File: src/hbt_pkg.sv
// Shared constants and codes for the 2D Walsh-Hadamard block transform.
// No dependencies; imported by the top level.
package hbt_pkg;

	localparam int MAX_SIDE    = 8;
	localparam int STORE_DEPTH = MAX_SIDE * MAX_SIDE;
	localparam int DATA_W      = 16;
	localparam int ADDR_W      = $clog2(STORE_DEPTH);
	localparam int CNT_W       = ADDR_W + 1;
	localparam int LOG_W       = 2;
	localparam int STAGE_W     = 3;
	localparam int CFG_IDX_W   = 1;
	localparam int CFG_DATA_W  = 2;

	typedef enum logic [CFG_IDX_W-1:0] {
		CFG_BLOCK_SIZE_LOG2 = 1'b0,
		CFG_INVERSE_MODE    = 1'b1
	} cfg_reg_t;

endpackage

File: src/hbt_ram.sv
// Generic single-write, single-read RAM with registered read data.
// No dependencies.
module hbt_ram #(
	parameter int WIDTH = 16,
	parameter int DEPTH = 64
) (
	input  logic                     clk,
	input  logic                     we,
	input  logic [$clog2(DEPTH)-1:0] waddr,
	input  logic [WIDTH-1:0]         wdata,
	input  logic [$clog2(DEPTH)-1:0] raddr,
	output logic [WIDTH-1:0]         rdata
);

	logic [WIDTH-1:0] mem [DEPTH];

	always_ff @(posedge clk) begin
		if (we) begin
			mem[waddr] <= wdata;
		end
		rdata <= mem[raddr];
	end

endmodule

File: src/hadamard2d_block_transform.sv
// Top level of the 2D Walsh-Hadamard block transform.
// Depends on hbt_pkg and hbt_ram (two copies of the block store).
//
// Usage:
//   Samples of a square block (side S = 2^block_size_log2, area A = S*S)
//   transfer one per cycle on start/sample while busy is low, in raster order.
//   After the last sample busy rises and the block runs 2*L butterfly passes
//   (L = block_size_log2) over the store, one pair after another, since the
//   store has one write port: each pair writes its sum, then its difference.
//   Coefficients then appear on coefficient/last, one per cycle, marked by
//   result_valid for one cycle each; the first appears after the last pass
//   and the rest follow back to back.
//   busy falls in the cycle that shows the last coefficient.
//   Configuration writes on cfg_wr_en/cfg_index/cfg_data take effect at once;
//   writing block_size_log2 drops a partial block.
//   Reset clears the fill count and sets side 4, forward mode.
//   The receiver cannot stall: results must be taken as they appear.
module hadamard2d_block_transform (
	input  logic                                clk,
	input  logic                                arst_n,
	input  logic                                start,
	output logic                                busy,
	input  logic signed [hbt_pkg::DATA_W-1:0]   sample,
	input  logic                                cfg_wr_en,
	input  logic [hbt_pkg::CFG_IDX_W-1:0]       cfg_index,
	input  logic [hbt_pkg::CFG_DATA_W-1:0]      cfg_data,
	output logic                                result_valid,
	output logic signed [hbt_pkg::DATA_W-1:0]   coefficient,
	output logic                                last
);
	import hbt_pkg::*;

	typedef enum logic [2:0] {
		ST_LOAD,
		ST_STAGE,
		ST_DRAIN,
		ST_OUT,
		ST_FLUSH
	} state_t;

	state_t              state_q;
	logic [LOG_W-1:0]    log2_q;
	logic                inv_q;
	logic [CNT_W-1:0]    fill_q;
	logic [STAGE_W-1:0]  stage_q;
	logic [ADDR_W-2:0]   pair_q;
	logic                phase_q;
	logic [ADDR_W-1:0]   k_q;

	logic                rd_vld_s1;
	logic [ADDR_W-1:0]   a_addr_s1;
	logic [ADDR_W-1:0]   b_addr_s1;
	logic                diff_vld_s2;
	logic [ADDR_W-1:0]   b_addr_s2;
	logic [DATA_W-1:0]   diff_s2;
	logic                out_vld_s1;
	logic                out_last_s1;

	logic                accept;
	logic [STAGE_W-1:0]  shamt;
	logic [CNT_W-1:0]    area;
	logic [ADDR_W-2:0]   last_pair;
	logic [STAGE_W-1:0]  last_stage;
	logic [ADDR_W-1:0]   addr_a;
	logic [ADDR_W-1:0]   addr_b;
	logic [ADDR_W-1:0]   raddr_a;
	logic                we;
	logic [ADDR_W-1:0]   waddr;
	logic [DATA_W-1:0]   wdata;
	logic [DATA_W-1:0]   dout_a;
	logic [DATA_W-1:0]   dout_b;
	logic [DATA_W-1:0]   bf_sum;
	logic [DATA_W-1:0]   bf_diff;
	logic [DATA_W-1:0]   bias;
	logic [DATA_W:0]     biased;
	logic [DATA_W:0]     quot;
	logic [DATA_W-1:0]   coef_next;

	function automatic logic [ADDR_W-1:0] pair_addr(input logic [ADDR_W-2:0] pair,
			input logic [STAGE_W-1:0] pos);
		logic [ADDR_W-1:0] p_ext;
		logic [ADDR_W-1:0] lo_mask;
		logic [ADDR_W-1:0] hi;
		p_ext   = {1'b0, pair};
		lo_mask = (ADDR_W'(1) << pos) - ADDR_W'(1);
		hi      = (p_ext >> pos) << (pos + STAGE_W'(1));
		return hi | (p_ext & lo_mask);
	endfunction

	assign busy       = (state_q != ST_LOAD);
	assign accept     = start && !busy;
	assign shamt      = {1'b0, log2_q} << 1;
	assign area       = CNT_W'(1) << shamt;
	assign last_pair  = (ADDR_W-1)'((area >> 1) - CNT_W'(1));
	assign last_stage = shamt - STAGE_W'(1);

	assign addr_a  = pair_addr(pair_q, stage_q);
	assign addr_b  = addr_a | (ADDR_W'(1) << stage_q);
	assign raddr_a = (state_q == ST_OUT) ? k_q : addr_a;

	assign bf_sum  = dout_a + dout_b;
	assign bf_diff = dout_a - dout_b;

	always_comb begin
		we    = 1'b0;
		waddr = fill_q[ADDR_W-1:0];
		wdata = sample;
		if (accept) begin
			we = 1'b1;
		end else if (rd_vld_s1) begin
			we    = 1'b1;
			waddr = a_addr_s1;
			wdata = bf_sum;
		end else if (diff_vld_s2) begin
			we    = 1'b1;
			waddr = b_addr_s2;
			wdata = diff_s2;
		end
	end

	// truncate toward zero: bias negative values by area - 1 before the shift
	assign bias      = (DATA_W'(1) << shamt) - DATA_W'(1);
	assign biased    = {dout_a[DATA_W-1], dout_a} + (dout_a[DATA_W-1] ? {1'b0, bias} : '0);
	assign quot      = DATA_W'(0) + ($signed(biased) >>> shamt);
	assign coef_next = inv_q ? quot[DATA_W-1:0] : dout_a;

	hbt_ram #(.WIDTH(DATA_W), .DEPTH(STORE_DEPTH)) u_ram_a (
		.clk   (clk),
		.we    (we),
		.waddr (waddr),
		.wdata (wdata),
		.raddr (raddr_a),
		.rdata (dout_a)
	);

	hbt_ram #(.WIDTH(DATA_W), .DEPTH(STORE_DEPTH)) u_ram_b (
		.clk   (clk),
		.we    (we),
		.waddr (waddr),
		.wdata (wdata),
		.raddr (addr_b),
		.rdata (dout_b)
	);

	always_ff @(posedge clk or negedge arst_n) begin
		if (!arst_n) begin
			state_q      <= ST_LOAD;
			log2_q       <= LOG_W'(2);
			inv_q        <= 1'b0;
			fill_q       <= '0;
			stage_q      <= '0;
			pair_q       <= '0;
			phase_q      <= 1'b0;
			k_q          <= '0;
			rd_vld_s1    <= 1'b0;
			diff_vld_s2  <= 1'b0;
			out_vld_s1   <= 1'b0;
			out_last_s1  <= 1'b0;
			result_valid <= 1'b0;
			coefficient  <= '0;
			last         <= 1'b0;
		end else begin
			rd_vld_s1    <= 1'b0;
			diff_vld_s2  <= rd_vld_s1;
			out_vld_s1   <= 1'b0;
			out_last_s1  <= 1'b0;
			result_valid <= out_vld_s1;
			last         <= out_vld_s1 && out_last_s1;
			if (out_vld_s1) begin
				coefficient <= coef_next;
			end
			case (state_q)
				ST_LOAD: begin
					if (accept) begin
						if (fill_q + CNT_W'(1) == area) begin
							fill_q  <= '0;
							stage_q <= '0;
							pair_q  <= '0;
							phase_q <= 1'b0;
							k_q     <= '0;
							state_q <= (log2_q == '0) ? ST_OUT : ST_STAGE;
						end else begin
							fill_q <= fill_q + CNT_W'(1);
						end
					end
				end
				ST_STAGE: begin
					if (!phase_q) begin
						rd_vld_s1 <= 1'b1;
						phase_q   <= 1'b1;
					end else begin
						phase_q <= 1'b0;
						if (pair_q == last_pair) begin
							pair_q  <= '0;
							state_q <= ST_DRAIN;
						end else begin
							pair_q <= pair_q + (ADDR_W-1)'(1);
						end
					end
				end
				ST_DRAIN: begin
					if (stage_q == last_stage) begin
						stage_q <= '0;
						k_q     <= '0;
						state_q <= ST_OUT;
					end else begin
						stage_q <= stage_q + STAGE_W'(1);
						state_q <= ST_STAGE;
					end
				end
				ST_OUT: begin
					out_vld_s1 <= 1'b1;
					if ({1'b0, k_q} == area - CNT_W'(1)) begin
						out_last_s1 <= 1'b1;
						state_q     <= ST_FLUSH;
					end else begin
						k_q <= k_q + ADDR_W'(1);
					end
				end
				ST_FLUSH: begin
					state_q <= ST_LOAD;
				end
				default: begin
					state_q <= ST_LOAD;
				end
			endcase
			if (cfg_wr_en) begin
				case (cfg_index)
					CFG_BLOCK_SIZE_LOG2: begin
						log2_q <= cfg_data[LOG_W-1:0];
						fill_q <= '0;
					end
					CFG_INVERSE_MODE: begin
						inv_q <= cfg_data[0];
					end
					default: begin
					end
				endcase
			end
		end
	end

	always_ff @(posedge clk) begin
		if (state_q == ST_STAGE && !phase_q) begin
			a_addr_s1 <= addr_a;
			b_addr_s1 <= addr_b;
		end
		if (rd_vld_s1) begin
			diff_s2   <= bf_diff;
			b_addr_s2 <= b_addr_s1;
		end
	end

	a_wr_one: assert property (@(posedge clk) disable iff (!arst_n)
		!(rd_vld_s1 && diff_vld_s2))
		else $error("sum and difference writes collide");

	a_no_load_wr: assert property (@(posedge clk) disable iff (!arst_n)
		(rd_vld_s1 || diff_vld_s2) |-> busy)
		else $error("butterfly write while loading");

	a_last_strobe: assert property (@(posedge clk) disable iff (!arst_n)
		last |-> result_valid)
		else $error("last without result strobe");

	a_fill_bound: assert property (@(posedge clk) disable iff (!arst_n)
		(state_q == ST_LOAD) |-> (fill_q < area))
		else $error("fill count beyond block area");

	a_result_busy: assert property (@(posedge clk) disable iff (!arst_n)
		result_valid |-> $past(busy))
		else $error("result without transform in progress");

endmodule
File: config.mk
export PLATFORM = sky130hd
export DESIGN_NAME = hadamard2d_block_transform
export DESIGN_NICKNAME = d
export VERILOG_FILES = /design/src/hbt_pkg.sv /design/src/hbt_ram.sv /design/src/hadamard2d_block_transform.sv
export SDC_FILE = /design/constraint.sdc
export NUM_CORES = 2
export LEC_CHECK = 0
export ABC_AREA = 1
export BUFFER_PORTS_ARGS = -buffer_cell sky130_fd_sc_hd__buf_2
export CAP_MARGIN = 5
export CORE_UTILIZATION = 45
export CTS_CLUSTER_DIAMETER = 80
export CTS_CLUSTER_SIZE = 24
export DETAILED_ROUTE_END_ITERATION = 6
export PLACE_DENSITY_LB_ADDON = 0.1
export SYNTH_ARGS = -nofsm -noshare
export SYNTH_HDL_FRONTEND = slang
export SYNTH_SLANG_ARGS = --single-unit
File: constraint.sdc
create_clock -name clk -period 10.95 [get_ports clk]
set_input_delay 2.19 -clock clk [delete_from_list [all_inputs] [get_ports clk]]
set_output_delay 2.19 -clock clk [all_outputs]
set_load 0.05 [all_outputs]
==> results_tabular.tex <==
\begin{tabular}{lr}
\hline
Metric & Value \\
\hline
\multicolumn{2}{l}{\textbf{CTS}} \\
\quad \# hold bufs at CTS & 0 \\
\quad Clk pin slew, worst setup/hold paths & 0.10 ns \\
\quad Clock tree from TritonCTS & done \\
\quad Master cell of the clock root buffer & clkbuf\_16 \\
\quad Post-CTS repair timing setup buffer count & 0 \\
\quad Sinks on Clock Net & 1140 \\
\quad Number of CTS-inserted buffers & 76 \\
\quad Clock insertion delay at the later pin of the skew report & 0.75 ns \\
\quad Level count of the clock H-tree & 3 \\
\quad Max clock buf depth & 3 \\
\quad Number of gates resized after CTS & 0 \\
\multicolumn{2}{l}{\textbf{Synthesis}} \\
\quad Ranking of synthesized cells by instance count & nand2\_1 (1576), nand3\_1 (1569), edfxtp\_1 (1058) \\
\quad Most numerous cell in the Yosys netlist & nand2\_1 \\
\quad Synth Flop Type & edfxtp\_1 \\
\quad Most area-consuming cells after synthesis & edfxtp\_1 (51\%), nand3\_1 (13\%), nand2\_1 (9.5\%) \\
\quad Post-synthesis sequential area ratio & 0.540 \\
\quad Syn. warnings & 0 \\
\quad Syn\_nets & 7145 \\
\quad Combinational family with the most area after synthesis & simple AND/OR/NAND/NOR gates \\
\quad Avg Synthesized Cell Area & 8.84 µm² \\
\quad Post-synthesis cell type with the largest combined area & edfxtp\_1 \\
\quad Share of the synthesized area in compound gates (AO/OA/AOI/OAI) & 0.0876 \\
\quad Number of synthesized flops with an enable pin & 1058 \\
\quad Post-synthesis share of cell area spent on xor and xnor gates & 0.00548 \\
\quad Count of unique library cells instantiated by Yosys & 59 \\
\quad Adder-cell share of the synthesized area & 0.0134 \\
\quad Post-synthesis share of cell area spent on and, or, nand and nor gates & 0.259 \\
\quad Cell area after synthesis & 62400 µm² \\
\quad Multiplexer share of the synthesized area & 0.000481 \\
\quad Number of instances in the synthesized netlist & 7057 \\
\quad Share of the synthesized area in the top cell type & 0.509 \\
\quad Synthesis-stage register bit count & 1140 \\
\quad Fraction of registers with async set or reset after synthesis & 0.0439 \\
\multicolumn{2}{l}{\textbf{Worst setup path}} \\
\quad Setup CP Type & input port to flop \\
\quad Kind of start point of the critical path & input port \\
\quad Setup crit end kind & flop \\
\quad Data arrival, critical path & 6.32 ns \\
\quad Critical path required time & 11.27 ns \\
\quad Maximum fanout along the worst path & 36 \\
\multicolumn{2}{l}{\textbf{Placement}} \\
\quad Cell area after placement & 63400 µm² \\
\quad Number of port buffers & 41 \\
\quad Cell total after placement & 8479 \\
\quad Estimated wirelength of the detail-placed design & 144000 µm \\
\quad GPL Wtd Cong & 1.04 \\
\multicolumn{2}{l}{\textbf{Job}} \\
\quad Number of maximum-capacitance violations & 0 \\
\multicolumn{2}{l}{\textbf{Timing}} \\
\quad RSZ-0062 raised after global routing & no \\
\quad Final Skew & 0.0599 ns \\
\quad Shortest clock period the worst path allows after layout & 6.00 ns \\
\quad Transition time at the pin with the least slew margin & 1.20 ns \\
\quad Fin Setup TNS & 0 ns \\
\quad Highest Clock Rate & 0.167 GHz \\
\quad Final Hold Viols & 0 \\
\quad Setup-violating endpoint count in the final report & 0 \\
\quad Worst slew margin relative to its limit & 0.198 \\
\quad Slew Viols, Final & 0 \\
\quad Final cycle utilization of the critical path & 0.548 \\
\multicolumn{2}{l}{\textbf{Floorplan}} \\
\quad Starting Density & 0.454 \\
\quad Number of cell rows & 136 \\
\quad Number of top-level design ports & 42 \\
\quad CORE AREA & 137000 µm² \\
\quad Overall die height & 374 µm \\
\quad Floorplan die width & 374 µm \\
\quad Area of the die & 140000 µm² \\
\multicolumn{2}{l}{\textbf{Drt}} \\
\quad Via-per-instance ratio & 6.09 \\
\quad Number of nets still failing antenna checks after routing & 0 \\
\quad Final WL & 234000 µm \\
\quad DR WL/cell & 27.2 µm \\
\quad Overall via count from detail\_route & 52483 \\
\quad Detailed-router iteration count before antenna repair & 7 \\
\quad Residual DRC count & 0 \\
\quad Initial drt markers & 7026 \\
\multicolumn{2}{l}{\textbf{Run status}} \\
\quad Result of the run & complete, no violations \\
\multicolumn{2}{l}{\textbf{Hold path}} \\
\quad Min-delay worst type & flop to flop \\
\multicolumn{2}{l}{\textbf{Global routing}} \\
\quad Number of antenna violations at the first check in global routing & 2 \\
\quad Number of global-route vias before repair & 47426 \\
\quad GRT overflow & 0 \\
\quad Wire length of the first global-routing pass & 334000 µm \\
\quad Largest net degree at the start of global routing & 207 \\
\quad GRT Util Overall & 0.327 \\
\multicolumn{2}{l}{\textbf{Finish}} \\
\quad Final-stage net count & 6851 \\
\quad Non-Filler Cell Area, Final & 66200 µm² \\
\quad Area growth syn-to-layout & 6.13\% \\
\quad Ratio of cells with drive above 1 in the final layout & 0.0582 \\
\quad Non-filler instance count after layout & 8621 \\
\hline
\end{tabular}
## placed cells by master (no fill, tap or decap), types with 13 or more instances in the layout
cell,count
a21oi_1,127
buf_2,41
buf_4,86
clkbuf_16,77
dfrtp_1,49
dfxtp_1,32
edfxtp_1,1058
ha_1,62
inv_1,826
nand2_1,1574
nand3_1,1569
nand3b_1,189
nor2_1,100
nor2_2,57
o211ai_1,287
o21ai_0,360
o21ai_1,75
o22ai_1,13
xor2_1,28
## layout make-up
cell class | count | area, µm²
Fill cell | 13015 | 71300
Sequential cell | 1140 | 33700
Multi-Input combinational cell | 4566 | 23300
Inverter | 843 | 3190
Tap cell | 1794 | 2240
Clock buffer | 80 | 1940
Timing Repair Buffer | 136 | 1030
Clock inverter | 59 | 806
Antenna cell | 3 | 7.51
## worst paths after layout
kind | cells after the start | end | startpoint | slack, ns
max | 13 | u_ram_b.mem[55][6]$_DFFE_PP_ | start | 4.95
min | 0 | b_addr_s2[4]$_DFFE_PP_ | b_addr_s1[4]$_DFFE_PP_ | 0.42
max reg2reg | 14 | u_ram_b.rdata[9]$_DFF_P_ | stage_q[0]$_DFFE_PN0P_ | 5.40
min reg2reg | 0 | b_addr_s2[4]$_DFFE_PP_ | b_addr_s1[4]$_DFFE_PP_ | 0.42
max in group asynchronous | 2 | coefficient[15]$_DFFE_PN0P_ | arst_n | 8.89
min in group asynchronous | 2 | state_q[1]$_DFFE_PN0P_ | arst_n | 1.59
## registers in the layout (all words and copies together), names as in the netlist, 7 cells and up
register,cells
u_ram_b.mem,1008
diff_s2,16
u_ram_a.rdata,16
u_ram_a.mem,16
coefficient,16
u_ram_b.rdata,16
fill_q,7
## per-stage QoR
step / hold WS (ns) / worst slack (ns) / util
2_1_floorplan: 0.400 / 5.48 / -
3_3_place_gp: 0.402 / 4.28 / 0.461
3_5_place_dp: 0.405 / 4.33 / 0.461
4_1_cts: 0.414 / 5.07 / 0.481
5_1_grt: 0.432 / 4.86 / 0.481
6_report: 0.418 / 4.95 / 0.481
## metal layers
metal / vias up / routed length (µm) / global-route usage
met1: 25410 / 94900 / 0.449
met4: 2 / 12100 / 0.149
met5: - / 13 / 0
met3: 464 / 25200 / 0.0734
li1: 23609 / - / -
met2: 2998 / 102000 / 0.492
## worst max-delay path: stages
cell and delay [ns]:
buf_2 0.10, inv_1 0.10, nor2_1 0.08, buf_4 0.19, inv_2 0.05, buf_4 0.46, nand2_1 0.25, inv_1 0.30
o21a_1 0.26, inv_1 0.16, nor2_1 0.15, nand3_1 0.81, nor2_2 1.17
## cell families after synthesis
kind of cell    count (synthesis)
compound gates                916
xor+xnor                       39
fa+ha+maj                      65
buf+inv                      1351
flops                        1140
mux                             3
simple gates                 3543
Power is left out: the tool's default activity adds up to more than one toggle a clock period on the data nets, which glitch-free logic cannot reach.
